[src/design/cesd_pkg.sv]
// ----------------------------------------------------------------------------
// cesd_pkg
// Shared types, constants and decode helpers for the C escape sequence decoder.
// ----------------------------------------------------------------------------
package cesd_pkg;

  localparam int unsigned FifoDepthDefault = 4;

  localparam logic [7:0] ChrNul       = 8'h00;
  localparam logic [7:0] ChrBackslash = 8'h5c;
  localparam logic [7:0] ChrZero      = 8'h30;
  localparam logic [7:0] ChrSeven     = 8'h37;
  localparam logic [7:0] ChrNine      = 8'h39;
  localparam logic [7:0] ChrUpA       = 8'h41;
  localparam logic [7:0] ChrUpF       = 8'h46;
  localparam logic [7:0] ChrUpU       = 8'h55;
  localparam logic [7:0] ChrLoA       = 8'h61;
  localparam logic [7:0] ChrLoB       = 8'h62;
  localparam logic [7:0] ChrLoF       = 8'h66;
  localparam logic [7:0] ChrLoN       = 8'h6e;
  localparam logic [7:0] ChrLoR       = 8'h72;
  localparam logic [7:0] ChrLoT       = 8'h74;
  localparam logic [7:0] ChrLoU       = 8'h75;
  localparam logic [7:0] ChrLoV       = 8'h76;
  localparam logic [7:0] ChrLoX       = 8'h78;
  localparam logic [7:0] ChrQuote     = 8'h27;
  localparam logic [7:0] ChrDquote    = 8'h22;
  localparam logic [7:0] ChrQmark     = 8'h3f;

  typedef enum logic [2:0] {
    MODE_NORMAL = 3'd0,
    MODE_ESC    = 3'd1,
    MODE_OCT1   = 3'd2,
    MODE_OCT2   = 3'd3,
    MODE_HEX    = 3'd4
  } mode_e;

  typedef struct packed {
    logic [7:0] out_byte;
    logic       warn;
    logic       last;
  } res_t;

  // One queue entry: one or two results of a single input item.
  typedef struct packed {
    logic two;
    res_t res0;
    res_t res1;
  } entry_t;

  function automatic logic is_oct(input logic [7:0] c);
    return (c >= ChrZero) && (c <= ChrSeven);
  endfunction

  function automatic logic is_hex(input logic [7:0] c);
    return ((c >= ChrZero) && (c <= ChrNine)) || ((c >= ChrUpA) && (c <= ChrUpF)) ||
           ((c >= ChrLoA) && (c <= ChrLoF));
  endfunction

  function automatic logic [3:0] hex_val(input logic [7:0] c);
    logic [3:0] v;
    v = c[3:0];
    if (c >= ChrUpA) begin
      v = c[3:0] + 4'd9;
    end
    return v;
  endfunction

  function automatic logic is_hex_intro(input logic [7:0] c);
    return (c == ChrLoX) || (c == ChrLoU) || (c == ChrUpU);
  endfunction

  // Map a simple escape character; unknown characters come back with warn set.
  function automatic res_t simple_esc(input logic [7:0] c);
    res_t r;
    r.out_byte = c;
    r.warn     = 1'b0;
    r.last     = 1'b0;
    case (c)
      ChrLoA:    r.out_byte = 8'd7;
      ChrLoB:    r.out_byte = 8'd8;
      ChrLoF:    r.out_byte = 8'd12;
      ChrLoN:    r.out_byte = 8'd10;
      ChrLoR:    r.out_byte = 8'd13;
      ChrLoT:    r.out_byte = 8'd9;
      ChrLoV:    r.out_byte = 8'd11;
      ChrQuote, ChrDquote, ChrBackslash, ChrQmark: r.out_byte = c;
      default:   r.warn = 1'b1;
    endcase
    return r;
  endfunction

endpackage

[src/design/cesd_in_if.sv]
// ----------------------------------------------------------------------------
// cesd_in_if
// Input channel: literal body bytes with an end-of-string marker.
// ----------------------------------------------------------------------------
interface cesd_in_if;
  logic       valid;
  logic       ready;
  logic [7:0] in_byte;
  logic       end_of_string;

  modport source (output valid, output in_byte, output end_of_string, input ready);
  modport sink   (input valid, input in_byte, input end_of_string, output ready);
endinterface

[src/design/cesd_out_if.sv]
// ----------------------------------------------------------------------------
// cesd_out_if
// Output channel: decoded bytes with warning and last flags.
// ----------------------------------------------------------------------------
interface cesd_out_if;
  logic       valid;
  logic       ready;
  logic [7:0] out_byte;
  logic       warn;
  logic       last;

  modport source (output valid, output out_byte, output warn, output last, input ready);
  modport sink   (input valid, input out_byte, input warn, input last, output ready);
endinterface

[src/design/c_escape_sequence_decoder_unit.sv]
// ----------------------------------------------------------------------------
// c_escape_sequence_decoder_unit
// Streaming decoder for the body of a C string literal.
//
// The in_i channel takes one byte of the literal body per transaction; an
// end_of_string transaction or a zero byte closes the literal. The out_o
// channel gives decoded bytes; the terminating zero carries last, and warn
// marks bytes from unknown escapes or a terminator after a lone backslash.
// An input byte yields zero, one or two output transactions.
// Throughput: one input transaction per cycle while the queue has room and
// one output transaction per cycle while the receiver is ready; an item with
// two results gives two output transactions. An input item is written into
// the queue, then loaded into the output register once that register is free.
// The front decoder feeds a FifoDepth-entry queue; in_i.ready drops only
// while that queue is full, so a stalled receiver backs up into the queue
// first. Reset clears the decoder to normal text and empties the queue and
// the output register.
// ----------------------------------------------------------------------------
module c_escape_sequence_decoder_unit
  import cesd_pkg::*;
#(
  parameter int unsigned FifoDepth = FifoDepthDefault
) (
  input logic  clk_i,
  input logic  rst_ni,
  cesd_in_if.sink    in_i,
  cesd_out_if.source out_o
);

  logic   q_push, q_full, q_pop, q_empty;
  entry_t q_wr_entry, q_rd_entry;

  cesd_front u_front (
    .clk_i,
    .rst_ni,
    .in_valid_i      (in_i.valid),
    .in_ready_o      (in_i.ready),
    .in_byte_i       (in_i.in_byte),
    .end_of_string_i (in_i.end_of_string),
    .q_full_i        (q_full),
    .q_push_o        (q_push),
    .q_entry_o       (q_wr_entry)
  );

  cesd_fifo #(
    .Depth (FifoDepth)
  ) u_fifo (
    .clk_i,
    .rst_ni,
    .push_i  (q_push),
    .entry_i (q_wr_entry),
    .full_o  (q_full),
    .pop_i   (q_pop),
    .empty_o (q_empty),
    .entry_o (q_rd_entry)
  );

  cesd_back u_back (
    .clk_i,
    .rst_ni,
    .q_empty_i   (q_empty),
    .q_entry_i   (q_rd_entry),
    .q_pop_o     (q_pop),
    .out_valid_o (out_o.valid),
    .out_ready_i (out_o.ready),
    .out_byte_o  (out_o.out_byte),
    .warn_o      (out_o.warn),
    .last_o      (out_o.last)
  );

endmodule

[src/design/cesd_front.sv]
// ----------------------------------------------------------------------------
// cesd_front
// Accepts input bytes, runs the escape state machine and builds queue entries.
// ----------------------------------------------------------------------------
module cesd_front
  import cesd_pkg::*;
(
  input  logic       clk_i,
  input  logic       rst_ni,
  input  logic       in_valid_i,
  output logic       in_ready_o,
  input  logic [7:0] in_byte_i,
  input  logic       end_of_string_i,
  input  logic       q_full_i,
  output logic       q_push_o,
  output entry_t     q_entry_o
);

  mode_e      mode_q, mode_d;
  logic [7:0] val_q, val_d;
  logic       accept;
  logic       is_end;
  logic       pending;
  logic       emit;

  assign in_ready_o = !q_full_i;
  assign accept     = in_valid_i && !q_full_i;
  assign is_end     = end_of_string_i || (in_byte_i == ChrNul);
  assign pending    = (mode_q == MODE_OCT1) || (mode_q == MODE_OCT2) || (mode_q == MODE_HEX);
  assign q_push_o   = accept && emit;

  always_comb begin
    mode_d = mode_q;
    val_d  = val_q;
    if (is_end) begin
      mode_d = MODE_NORMAL;
      val_d  = '0;
    end else begin
      case (mode_q)
        MODE_ESC: begin
          if (is_oct(in_byte_i)) begin
            val_d  = {5'd0, in_byte_i[2:0]};
            mode_d = MODE_OCT1;
          end else if (is_hex_intro(in_byte_i)) begin
            val_d  = '0;
            mode_d = MODE_HEX;
          end else begin
            mode_d = MODE_NORMAL;
          end
        end
        MODE_OCT1: begin
          if (is_oct(in_byte_i)) begin
            val_d  = {val_q[4:0], in_byte_i[2:0]};
            mode_d = MODE_OCT2;
          end else begin
            val_d  = '0;
            mode_d = (in_byte_i == ChrBackslash) ? MODE_ESC : MODE_NORMAL;
          end
        end
        MODE_OCT2: begin
          val_d = '0;
          if (is_oct(in_byte_i)) begin
            mode_d = MODE_NORMAL;
          end else begin
            mode_d = (in_byte_i == ChrBackslash) ? MODE_ESC : MODE_NORMAL;
          end
        end
        MODE_HEX: begin
          if (is_hex(in_byte_i)) begin
            val_d = {val_q[3:0], hex_val(in_byte_i)};
          end else begin
            val_d  = '0;
            mode_d = (in_byte_i == ChrBackslash) ? MODE_ESC : MODE_NORMAL;
          end
        end
        default: begin
          mode_d = (in_byte_i == ChrBackslash) ? MODE_ESC : MODE_NORMAL;
        end
      endcase
    end
  end

  always_comb begin
    emit      = 1'b0;
    q_entry_o = '0;
    if (is_end) begin
      emit = 1'b1;
      if (pending) begin
        q_entry_o.two  = 1'b1;
        q_entry_o.res0 = '{out_byte: val_q, warn: 1'b0, last: 1'b0};
        q_entry_o.res1 = '{out_byte: 8'd0, warn: 1'b0, last: 1'b1};
      end else begin
        q_entry_o.res0 = '{out_byte: 8'd0, warn: (mode_q == MODE_ESC), last: 1'b1};
      end
    end else begin
      case (mode_q)
        MODE_ESC: begin
          if (!is_oct(in_byte_i) && !is_hex_intro(in_byte_i)) begin
            emit           = 1'b1;
            q_entry_o.res0 = simple_esc(in_byte_i);
          end
        end
        MODE_OCT1, MODE_HEX: begin
          if ((mode_q == MODE_OCT1) ? !is_oct(in_byte_i) : !is_hex(in_byte_i)) begin
            emit           = 1'b1;
            q_entry_o.res0 = '{out_byte: val_q, warn: 1'b0, last: 1'b0};
            q_entry_o.res1 = '{out_byte: in_byte_i, warn: 1'b0, last: 1'b0};
            q_entry_o.two  = (in_byte_i != ChrBackslash);
          end
        end
        MODE_OCT2: begin
          emit = 1'b1;
          if (is_oct(in_byte_i)) begin
            q_entry_o.res0 = '{out_byte: {val_q[4:0], in_byte_i[2:0]}, warn: 1'b0, last: 1'b0};
          end else begin
            q_entry_o.res0 = '{out_byte: val_q, warn: 1'b0, last: 1'b0};
            q_entry_o.res1 = '{out_byte: in_byte_i, warn: 1'b0, last: 1'b0};
            q_entry_o.two  = (in_byte_i != ChrBackslash);
          end
        end
        default: begin
          if (in_byte_i != ChrBackslash) begin
            emit           = 1'b1;
            q_entry_o.res0 = '{out_byte: in_byte_i, warn: 1'b0, last: 1'b0};
          end
        end
      endcase
    end
  end

  always_ff @(posedge clk_i or negedge rst_ni) begin
    if (!rst_ni) begin
      mode_q <= MODE_NORMAL;
      val_q  <= '0;
    end else if (accept) begin
      mode_q <= mode_d;
      val_q  <= val_d;
    end
  end

endmodule

[src/design/cesd_fifo.sv]
// ----------------------------------------------------------------------------
// cesd_fifo
// Small queue of decoded entries between the front and the back.
// ----------------------------------------------------------------------------
module cesd_fifo
  import cesd_pkg::*;
#(
  parameter int unsigned Depth = FifoDepthDefault
) (
  input  logic   clk_i,
  input  logic   rst_ni,
  input  logic   push_i,
  input  entry_t entry_i,
  output logic   full_o,
  input  logic   pop_i,
  output logic   empty_o,
  output entry_t entry_o
);

  localparam int unsigned PtrW = (Depth > 1) ? $clog2(Depth) : 1;
  localparam int unsigned CntW = $clog2(Depth + 1);

  entry_t            mem_q [Depth];
  logic [PtrW-1:0]   wr_ptr_q, rd_ptr_q;
  logic [CntW-1:0]   cnt_q;
  logic              do_push, do_pop;

  assign full_o  = (cnt_q == CntW'(Depth));
  assign empty_o = (cnt_q == '0);
  assign entry_o = mem_q[rd_ptr_q];
  assign do_push = push_i && !full_o;
  assign do_pop  = pop_i && !empty_o;

  always_ff @(posedge clk_i) begin
    if (do_push) begin
      mem_q[wr_ptr_q] <= entry_i;
    end
  end

  always_ff @(posedge clk_i or negedge rst_ni) begin
    if (!rst_ni) begin
      wr_ptr_q <= '0;
      rd_ptr_q <= '0;
      cnt_q    <= '0;
    end else begin
      if (do_push) begin
        wr_ptr_q <= (wr_ptr_q == PtrW'(Depth - 1)) ? '0 : wr_ptr_q + 1'b1;
      end
      if (do_pop) begin
        rd_ptr_q <= (rd_ptr_q == PtrW'(Depth - 1)) ? '0 : rd_ptr_q + 1'b1;
      end
      if (do_push && !do_pop) begin
        cnt_q <= cnt_q + 1'b1;
      end else if (do_pop && !do_push) begin
        cnt_q <= cnt_q - 1'b1;
      end
    end
  end

endmodule

[src/design/cesd_back.sv]
// ----------------------------------------------------------------------------
// cesd_back
// Unpacks queue entries into one registered output transaction per result.
// ----------------------------------------------------------------------------
module cesd_back
  import cesd_pkg::*;
(
  input  logic       clk_i,
  input  logic       rst_ni,
  input  logic       q_empty_i,
  input  entry_t     q_entry_i,
  output logic       q_pop_o,
  output logic       out_valid_o,
  input  logic       out_ready_i,
  output logic [7:0] out_byte_o,
  output logic       warn_o,
  output logic       last_o
);

  logic sel_q;
  logic valid_q;
  res_t res_q;
  logic load;
  logic entry_done;

  assign load       = (!valid_q || out_ready_i) && !q_empty_i;
  assign entry_done = sel_q || !q_entry_i.two;
  assign q_pop_o    = load && entry_done;

  always_ff @(posedge clk_i or negedge rst_ni) begin
    if (!rst_ni) begin
      valid_q <= 1'b0;
      sel_q   <= 1'b0;
    end else begin
      if (load) begin
        valid_q <= 1'b1;
        sel_q   <= !entry_done;
      end else if (out_ready_i) begin
        valid_q <= 1'b0;
      end
    end
  end

  always_ff @(posedge clk_i) begin
    if (load) begin
      res_q <= sel_q ? q_entry_i.res1 : q_entry_i.res0;
    end
  end

  assign out_valid_o = valid_q;
  assign out_byte_o  = res_q.out_byte;
  assign warn_o      = res_q.warn;
  assign last_o      = res_q.last;

endmodule

[src/flat_wrapper.sv]
// flat-port wrapper written by rule: the top's interface ports become plain ports
module c_escape_sequence_decoder_unit_flat import cesd_pkg::*;
#(
  parameter int unsigned FifoDepth = FifoDepthDefault
)
  (clk_i, rst_ni, in_i_valid, in_i_in_byte, in_i_end_of_string, in_i_ready, out_o_valid, out_o_out_byte, out_o_warn, out_o_last, out_o_ready);
  cesd_in_if in_i_i ();
  cesd_out_if out_o_i ();
  input logic clk_i;
  input logic rst_ni;
  input wire logic [$bits(in_i_i.valid)-1:0] in_i_valid;
  input wire logic [$bits(in_i_i.in_byte)-1:0] in_i_in_byte;
  input wire logic [$bits(in_i_i.end_of_string)-1:0] in_i_end_of_string;
  output wire logic [$bits(in_i_i.ready)-1:0] in_i_ready;
  output wire logic [$bits(out_o_i.valid)-1:0] out_o_valid;
  output wire logic [$bits(out_o_i.out_byte)-1:0] out_o_out_byte;
  output wire logic [$bits(out_o_i.warn)-1:0] out_o_warn;
  output wire logic [$bits(out_o_i.last)-1:0] out_o_last;
  input wire logic [$bits(out_o_i.ready)-1:0] out_o_ready;
  assign in_i_i.valid = in_i_valid;
  assign in_i_i.in_byte = in_i_in_byte;
  assign in_i_i.end_of_string = in_i_end_of_string;
  assign in_i_ready = in_i_i.ready;
  assign out_o_valid = out_o_i.valid;
  assign out_o_out_byte = out_o_i.out_byte;
  assign out_o_warn = out_o_i.warn;
  assign out_o_last = out_o_i.last;
  assign out_o_i.ready = out_o_ready;
  c_escape_sequence_decoder_unit #(.FifoDepth(FifoDepth)) u_core (.clk_i(clk_i), .rst_ni(rst_ni), .in_i(in_i_i), .out_o(out_o_i));
endmodule
[config.mk]
export PLATFORM = sky130hd
export DESIGN_NAME = c_escape_sequence_decoder_unit_flat
export DESIGN_NICKNAME = d
export VERILOG_FILES = /design/src/design/cesd_pkg.sv /design/src/design/cesd_in_if.sv /design/src/design/cesd_out_if.sv /design/src/design/c_escape_sequence_decoder_unit.sv /design/src/design/cesd_front.sv /design/src/design/cesd_fifo.sv /design/src/design/cesd_back.sv /design/src/flat_wrapper.sv
export SDC_FILE = /design/constraint.sdc
export NUM_CORES = 1
export LEC_CHECK = 0
export BUFFER_PORTS_ARGS = -buffer_cell sky130_fd_sc_hd__buf_2
export CAP_MARGIN = 20
export CORE_ASPECT_RATIO = 0.75
export CORE_MARGIN = 8
export CORE_UTILIZATION = 55
export DETAILED_ROUTE_END_ITERATION = 7
export PLACE_DENSITY_LB_ADDON = 0.1
export SLEW_MARGIN = 10
export SYNTH_ARGS = -nofsm -noshare
export SYNTH_HDL_FRONTEND = slang
export SYNTH_SLANG_ARGS = --single-unit
[constraint.sdc]
create_clock -name clk_i -period 2.9 [get_ports clk_i]
set_input_delay 0.58 -clock clk_i [delete_from_list [all_inputs] [get_ports clk_i]]
set_output_delay 0.58 -clock clk_i [all_outputs]
set_load 0.01 [all_outputs]
After elaboration in Yosys (flattened, before gate mapping)
Memories as Yosys holds them, arrays and structs flattened.
Cells that the tools add are included.
- flip-flop bits (word level): 30
- bits in latches: 0
- memory bits (writable): 84
- memory bits (read-only): 0
- input port bits: 13
- output and inout port bits: 12
- word-level logic and storage cells: 133
- memories kept: 1
- add/sub/neg operators: 5
- multipliers: 0
- div/mod/pow operators: 0
- order comparisons: 7
- eq/ne operators: 24
- shift operators: 0
- multiplexer cells: 45
- bitwise operators: 0
- reductions and logical operators: 41
- memory list (memory ; words ; width ; rd ports ; clocked after memory_dff ; write ports ; RTL line ; RTL):
    u_core.u_fifo.mem_q ; 4 ; 21 ; 1 ; 0 ; 1 ; cesd_fifo.sv:23 ; entry_t mem_q [Depth];
- operator list (cell ; number):
    8-bit by 7-bit == test with 1-bit output, second input constant ; 11
    10-bit two-way mux ; 6
    8-bit case mux with 7 select lines ; 1
    21-bit two-way mux ; 2
    8-bit two-way mux ; 5
    8-bit case mux with 4 select lines ; 1
    10-bit case mux with 3 select lines ; 1
    8-bit by 6-bit == test with 1-bit output, second input constant ; 3
    10-bit case mux with 2 select lines ; 1
    3-bit two-way mux ; 6
    8-bit by 7-bit greater-or-equal comparator with 1-bit output, second input constant ; 2
    8-bit by 6-bit <= comparator with 1-bit output, second input constant ; 2
    8-bit by 7-bit <= comparator with 1-bit output, second input constant ; 2
    1-bit two-way mux ; 15
    1-bit logical AND ; 13
    3-bit case mux with 4 select lines ; 1
    11-bit OR reduction ; 1
    1-bit logical NOT ; 10
    1-bit logical OR ; 9
    8-bit by 6-bit greater-or-equal comparator with 1-bit output, second input constant ; 1
    8-bit logical NOT ; 1
    8-bit by 7-bit != test with 1-bit output, second input constant ; 1
    3-bit by 2-bit == test with 1-bit output, second input constant ; 2
    3-bit == test, second input constant ; 2
    other kinds (18) ; 23

Longest topological paths before layout
Gate-level depths: netlist (run 1).
- word-level depth: 15
- gate-level depth with buffers: 15
- mapped depth without buffers: 13

Cells and area by module
A second synthesis (run 1) with hierarchy kept.
- cells, all modules: 390
- area total of the unflattened synthesis: 5599.1 sq um
- by module, submodules not included (module ; times used ; cells an instance ; area an instance (sq um) ; sequential area each (sq um)):
    cesd_fifo ; 1 ; 147 ; 3495.9 ; 2697.6
    cesd_front ; 1 ; 213 ; 1539.0 ; 275.3
    cesd_back ; 1 ; 30 ; 564.3 ; 350.3

Worst setup path before layout (run 1)
No wires, ideal clock.
- path type: in2reg
- start point: in in_i_in_byte[1]
- end point: reg u_core.u_fifo.cnt_q[2]
- setup time: 0.079 ns
- arrival time: 3.319 ns
- data required time: 2.821 ns
- slack: -0.498 ns
- cell stages on the path: 15
- path buffers: 2
- cells stage by stage: clkbuf_1 > inv_1 > ha_1 > nand2_1 > nor3b_1 > and3_1 > or2_2 > clkbuf_1 > a41oi_2 > ha_1 > inv_1 > fa_1 > xor2_1 > nor2_1 > xor2_1
- word-level cells in the longest chain between the ends: 14
- elaborated cells between the ends (all ways): 38
- classes of those cells: order compare: 7; eq/ne: 4; mux: 7; reduce/logical: 20
- ends and longest elaborated chain (element ; RTL line ; RTL):
    start, declared ; flat_wrapper.sv:12 ; input wire logic [$bits(in_i_i.in_byte)-1:0] in_i_in_byte;
    8-bit by 6-bit greater-or-equal comparator with 1-bit output (tied with other cells) ; cesd_pkg.sv:52, cesd_pkg.sv:56 ;
    1-bit logical AND ; cesd_pkg.sv:56 ; return ((c >= ChrZero) && (c <= ChrNine)) || ((c >= ChrUpA) && (c <= ChrUpF)) ||
    1-bit logical OR (2 in series) ; cesd_pkg.sv:56 ;
    1-bit logical NOT ; cesd_front.sv:104 ; if ((mode_q == MODE_OCT1) ? !is_oct(in_byte_i) : !is_hex(in_byte_i)) begin
    1-bit two-way mux (2 in series) ; cesd_front.sv:104 ;
    1-bit case mux with 3 select lines ; cesd_front.sv:96 ; case (mode_q)
    1-bit two-way mux * ; cesd_front.sv:86 ; if (is_end) begin
    1-bit logical AND * ; cesd_front.sv:30 ; assign q_push_o = accept && emit;
    1-bit logical AND * ; cesd_fifo.sv:31 ; assign do_push = push_i && !full_o;
    named net u_core.u_fifo.do_push ; cesd_fifo.sv:26 ; logic do_push, do_pop;
    1-bit logical NOT ; cesd_fifo.sv:54 ; end else if (do_pop && !do_push) begin
    1-bit logical AND ; cesd_fifo.sv:54 ;
    2-bit nonzero test (no source line) ; n/a ;
    end signal, assigned ; cesd_fifo.sv:53 ; cnt_q <= cnt_q + 1'b1;
    end signal, assigned ; cesd_fifo.sv:55 ; cnt_q <= cnt_q - 1'b1;
    end, declared ; cesd_fifo.sv:25 ; logic [CntW-1:0] cnt_q;
Mark *: on every way through the listed nets, which the timed path passes. The rest lies on a longest branch.
A chain may end at the register's enable or synchronous reset.

Worst setup path in the final report (run 1)
- start point: in in_i_in_byte[0]
- end point: reg u_core.u_fifo.cnt_q[2]
The elaborated chain is that of the path after synthesis.

==> results of run 1 <==
## kinds of logic (layout without fill, tap and decap cells)
group | Yosys count | count (layout) | synth area share (%)
flip-flops | 110 | 110 | 60.4
AND/OR/NAND/NOR | 130 | 130 | 12.6
adder cells (fa/ha/maj) | 12 | 12 | 2.97
XOR/XNOR | 7 | 7 | 1.16
multiplexers | 27 | 27 | 9.95
buffers and inverters | 35 | 111 | 2.64
AO/OA/AOI/OAI | 77 | 77 | 10.3
## sequential cells by signal (all words and copies together) (netlist names)
name	flops
u_core.u_fifo.mem_q	80
u_core.u_back.out_byte_o	8
u_core.u_front.val_q	8
u_core.u_fifo.cnt_q	3
u_core.u_front.mode_q	3
u_core.u_fifo.rd_ptr_q	2
u_core.u_fifo.wr_ptr_q	2
u_core.u_back.last_o	1
u_core.u_back.out_valid_o	1
u_core.u_back.sel_q	1
u_core.u_back.warn_o	1
## per-stage QoR
stage               setup slack, ps  total power [W]  cells  TNS [ps]  hold slack, ps
floorplan                     -91.3          0.00331    398      -162             284
global placement               -166          0.00380    590      -422             471
detailed placement             -250          0.00386    590     -1490             478
CTS                             107          0.00504    606         0             190
global route                   9.67          0.00525    606         0             221
finish                          138          0.00501    606         0             184
## layout make-up
class	count	area share, %
Clock inverter	7	1.04
Multi-Input combinational cell	253	31.9
Inverter	15	0.946
Tap cell	132	2.60
Sequential cell	110	50.4
Clock buffer	9	3.55
Timing Repair Buffer	80	9.50
## worst paths after layout
path / from / to / slack, ps
min in group clk_i: out_o_ready / u_core.u_back.out_valid_o / 440
max in group asynchronous: rst_ni / u_core.u_fifo.wr_ptr_q[0] / 2390
worst max-delay path: in_i_in_byte[0] / u_core.u_fifo.cnt_q[2] / 140
worst max register to register: u_core.u_fifo.rd_ptr_q[0] / u_core.u_fifo.cnt_q[1] / 290
worst min register to register: u_core.u_fifo.cnt_q[2] / u_core.u_fifo.cnt_q[2] / 490
worst min-delay path: rst_ni / u_core.u_back.sel_q / 180
## power by group
part | internal, W | switching (W)
sequential | 0.00214 | 0.000143
clock | 0.000603 | 0.000585
combinational | 0.000738 | 0.000805
## placed cells by master (no fill, tap or decap), types with 5 or more instances in the layout
| cell | Yosys | layout |
|---|---|---|
| nor2_1 | 17 | 17 |
| nor3b_1 | 6 | 6 |
| buf_2 | 7 | 24 |
| mux2_2 | 6 | 6 |
| buf_12 | 0 | 5 |
| inv_1 | 14 | 11 |
| nor3_1 | 9 | 9 |
| nand2_1 | 49 | 48 |
| a22oi_1 | 7 | 7 |
| nand3_1 | 7 | 7 |
| edfxtp_1 | 90 | 90 |
| o21ai_0 | 12 | 12 |
| nor2b_1 | 7 | 7 |
| clkbuf_16 | 0 | 9 |
| and2_1 | 6 | 6 |
| buf_4 | 0 | 51 |
| nand3b_1 | 5 | 5 |
| a21oi_1 | 14 | 13 |
| dfrtp_1 | 20 | 20 |
| ha_1 | 11 | 8 |
| a221o_1 | 7 | 7 |
| mux4_2 | 20 | 20 |
| a31oi_1 | 8 | 8 |
| o22ai_1 | 6 | 6 |
## routing by layer
layer	vias to the layer above	routed length (um)	GRT usage, %
li1	1672	-	-
met1	1823	5720	27.3
met2	154	5620	30.1
met3	17	745	3.54
met4	0	229	7.20
met5	-	0	0
## what timing repair did
action / CTS / global route
setup buffers: 0 / 0
gates resized for setup: 0 / 2
endpoints found under the setup margin: 0 / 1
## worst max-delay path: cells and delay by family
| kind | cells | cell delay [ps] |
|---|---|---|
| simple gates | 5 | 720 |
| compound gates | 1 | 270 |
| fa+ha+maj | 3 | 670 |
| xor+xnor | 2 | 300 |
| buf+inv | 4 | 440 |
==> results.cfg, run 1 <==
[status]
outcome = finished, final reports clean

[synth]
synth_ff_type = edfxtp_1
syn_nets = 423
synth_top_cells_by_count = edfxtp_1 (90), nand2_1 (49), dfrtp_1 (20), mux4_2 (20), nor2_1 (17)
ys_ff_latch = 110
synth_largest_area_cell = edfxtp_1
synth_top_area_share_pct = 50.9
syn_avg_cell_area_um2 = 13.3
synth_cell_types = 60
synth_edf_count = 90
synth_warnings = 0
synth_area_leaders = edfxtp_1 (51%), dfrtp_1 (9.4%), mux4_2 (8.5%), nand2_1 (3.5%), ha_1 (2.6%)
synthCells = 398
syn_area_um2 = 5310
synthArstFlopShare_pct = 18.2
synth_most_common_cell = edfxtp_1
ys_seq_area_share_pct = 60.4

[sta]
hold_violations = 0
finalSetupViolCount = 0
worstMarginPinSlew_ps = 645
report.final.slew_viol_count = 0
layout_min_cycle_time_ps = 2760
max_freq_mhz = 362
rsz0062_at_grt = false
skew_ps = 8.02
timing.final.crit_share_pct = 95.2
max_slew_margin_pct = 56.7

[worst_setup_path]
startpoint_type = primary input
criticalPathCategory = primary input to flip-flop
crit_slowest_cell = fa_2
rr_worst_depth = 7
cp_max_fo = 5
crit_path_max_incr_delay_ps = 330
end_kind = flip-flop
crit_required_ps = 3130
crit_chain = buf_2, clkinvlp_4, buf_4, ha_4, nand2_2, nor3b_1, and3_1, or2_2, a41oi_4, ha_4, inv_2, fa_2, xor2_1, nor2_1, xor2_1
worstPathArrival_ps = 2990

[place]
io_buffers = 24
placed_cell_area_um2 = 6040
dp.final_hpwl_um = 8570
place_congestion = 0.944

[grt]
grt_usage_pct = 19.6
antenna_found_initial = 0
grt.overflow.total = 0
grt_first_pass_wirelength_um = 19100
grt_pass1_vias = 3540
grt_max_degree = 23

[flow_run]
maxCapViolations = 0

[detailed_routing]
drc = 0
drt-vias-per-instance = 6.05
drtAntennaViolNets = 0
drt_first_pass_iters = 5
vias = 3666
wl_um = 12300
wl_per_cell_um = 20.3
drtIter0Drc = 324

[cells_and_area]
final_layout_size_suffix_gt1_share_pct = 29.5
n_fill_cell = 696
regArea_um2 = 3200
multi_input_area_um2 = 2030
utilization_pct = 66.8
final_area_um2 = 6350
final_net_count = 494
antenna_cells = 0
syn_to_final_growth_pct = 19.7

[clock_network]
clockBufferDepth = 2
clockRootBuffer = clkbuf_16
cts-buffers-inserted = 9
hold_buffers = 0
cts_tree = done
clk_latency_ps = 340
clock-sinks = 110
h-tree-depth = 3
path_clk_slew_ps = 70

[pwr]
ir_drop_uv = 440
power.density_nw_per_um2 = 789
p_leak_nw = 2.33

[floorplanning]
num_io_pins = 25
die_h_um = 101
core.rowCount = 31
fp.dieW_um = 129
start_util_pct = 55.8
core_area_um2 = 9500
dieArea_um2 = 13100

[worst_hold_path]
hold_class = primary input to asynchronous set/reset pin
Power figures use the tool's default switching activity.
==> inputs of run 2 (changes only) <==
Settings changed: CORE_MARGIN 8 to unset, CTS_CLUSTER_DIAMETER set to 120.
==> results.cfg, run 2 (synthesized netlist as in run 1, its figures left out) <==
[status]
outcome = finished, final reports clean

[sta]
max_freq_mhz = 361
max_slew_margin_pct = 55.4
report.final.slew_viol_count = 0
hold_violations = 0
skew_ps = 7.99
worstMarginPinSlew_ps = 666
finalSetupViolCount = 0
rsz0062_at_grt = false
timing.final.crit_share_pct = 95.5
layout_min_cycle_time_ps = 2770
timing.hold.ws_ps = 179

[detailed_routing]
drt_first_pass_iters = 5
drt-vias-per-instance = 6.15
wl_per_cell_um = 20.3
wl_um = 12200
drtIter0Drc = 367
drtAntennaViolNets = 0
drc = 0
vias = 3697

[cells_and_area]
layout_commonest_cell = edfxtp_1
final_cell_mix = edfxtp_1 (90), buf_4 (51), nand2_1 (48)
regMostFlops = u_core.u_fifo.mem_q
largest_register_ffs = 80
final_layout_size_suffix_gt1_share_pct = 29.4
utilization_pct = 69.1
antenna_cells = 0
syn_to_final_growth_pct = 19.7
final_net_count = 493

[grt]
antenna_found_initial = 0
grt_max_degree = 23
grt_usage_pct = 26.5
grt_first_pass_wirelength_um = 19200
grt_pass1_vias = 3531
grt.overflow.total = 0

[worst_setup_path]
startpoint_type = primary input
end_kind = flip-flop
crit_required_ps = 3170
rr_worst_depth = 7
worstPathArrival_ps = 3030
r2r_end = u_core.u_fifo.cnt_q[1]
cp_max_fo = 3
rr_startpoint = u_core.u_fifo.rd_ptr_q[0]
criticalPathCategory = primary input to flip-flop
rrSetupSlack_ps = 380

[clock_network]
path_clk_slew_ps = 80
clk_latency_ps = 350
cts-buffers-inserted = 9
cts_setup_buffers = 0
clockBufferDepth = 2
clockRootBuffer = clkbuf_16
cts_tree = done
h-tree-depth = 3
clock-sinks = 110

[place]
dp.final_hpwl_um = 8570
io_buffers = 24
place_congestion = 0.957

[pwr]
ir_drop_uv = 477
p_leak_nw = 2.34
power.density_nw_per_um2 = 815

[floorplanning]
start_util_pct = 57.7
num_io_pins = 25
core.rowCount = 30
core_area_um2 = 9200
die_h_um = 87.1
fp.dieW_um = 115
dieArea_um2 = 10000

[flow_run]
maxCapViolations = 0

[worst_hold_path]
hold_class = primary input to asynchronous set/reset pin
## run 2: worst max-delay path by stage
stage,startpoint,to,slack (ps),cells past startpoint
floorplan,in_i_in_byte[0],u_core.u_fifo.cnt_q[2],-90,13
global placement,in_i_in_byte[0],u_core.u_fifo.cnt_q[2],-150,14
detailed placement,in_i_in_byte[0],u_core.u_fifo.cnt_q[2],-240,14
CTS,in_i_in_byte[0],u_core.u_fifo.cnt_q[2],110,14
global route,in_i_in_byte[0],u_core.u_fifo.cnt_q[2],6,14
finish,in_i_in_byte[0],u_core.u_fifo.cnt_q[2],130,14
## run 2: power breakdown
group / total [W] / switching (W) / internal [W] / leakage [nW]
registers: 0.00226 / 0.000119 / 0.00214 / 1.10
logic: 0.00157 / 0.000825 / 0.000740 / 1.08
clock network: 0.00136 / 0.000582 / 0.000774 / 0.157
total: 0.00518 / 0.00153 / 0.00365 / 2.34
## run 2: final cells by class
| cell class | count | area [um^2] |
|---|---|---|
| Sequential cell | 110 | 3200 |
| Fill cell | 675 | 2840 |
| Multi-Input combinational cell | 253 | 2020 |
| Timing Repair Buffer | 79 | 583 |
| Clock buffer | 10 | 229 |
| Tap cell | 128 | 160 |
| Clock inverter | 6 | 98.8 |
| Inverter | 15 | 60.1 |
## run 2: repair_timing
| action | in CTS | in global routing |
|---|---|---|
| endpoints found under the setup margin | 0 | 1 |
| resized for setup | 0 | 1 |
| hold buffers | 0 | 0 |
## run 2: through the flow
stage	area (um^2)	total power, W	std cells	setup TNS [ps]	setup WS [ps]
floorplan	5370	0.00331	398	-162	-91.3
global placement	6020	0.00382	585	-1090	-154
detailed placement	6020	0.00388	585	-2590	-236
CTS	6340	0.00523	601	0	109
global route	6350	0.00545	601	0	5.64
finish	6350	0.00518	601	0	132
## run 2: worst max-delay path, stage by stage
cell and delay [ps]:
buf_2 110, clkinvlp_4 120, ha_4 180, nand3b_1 160
a32o_2 280, a211oi_4 260, a21oi_2 80, a41oi_4 250
ha_2 220, inv_2 40, fa_2 330, xor2_1 140
nor2_1 130, xor2_1 160
## run 2: routing by layer
metal	track usage [%]	part of all wire (%)	up-vias
met5	0	0	-
met4	7.56	1.7	0
met3	5.50	6.3	26
met2	41.0	46	154
met1	38.2	46	1841
li1	-	-	1676
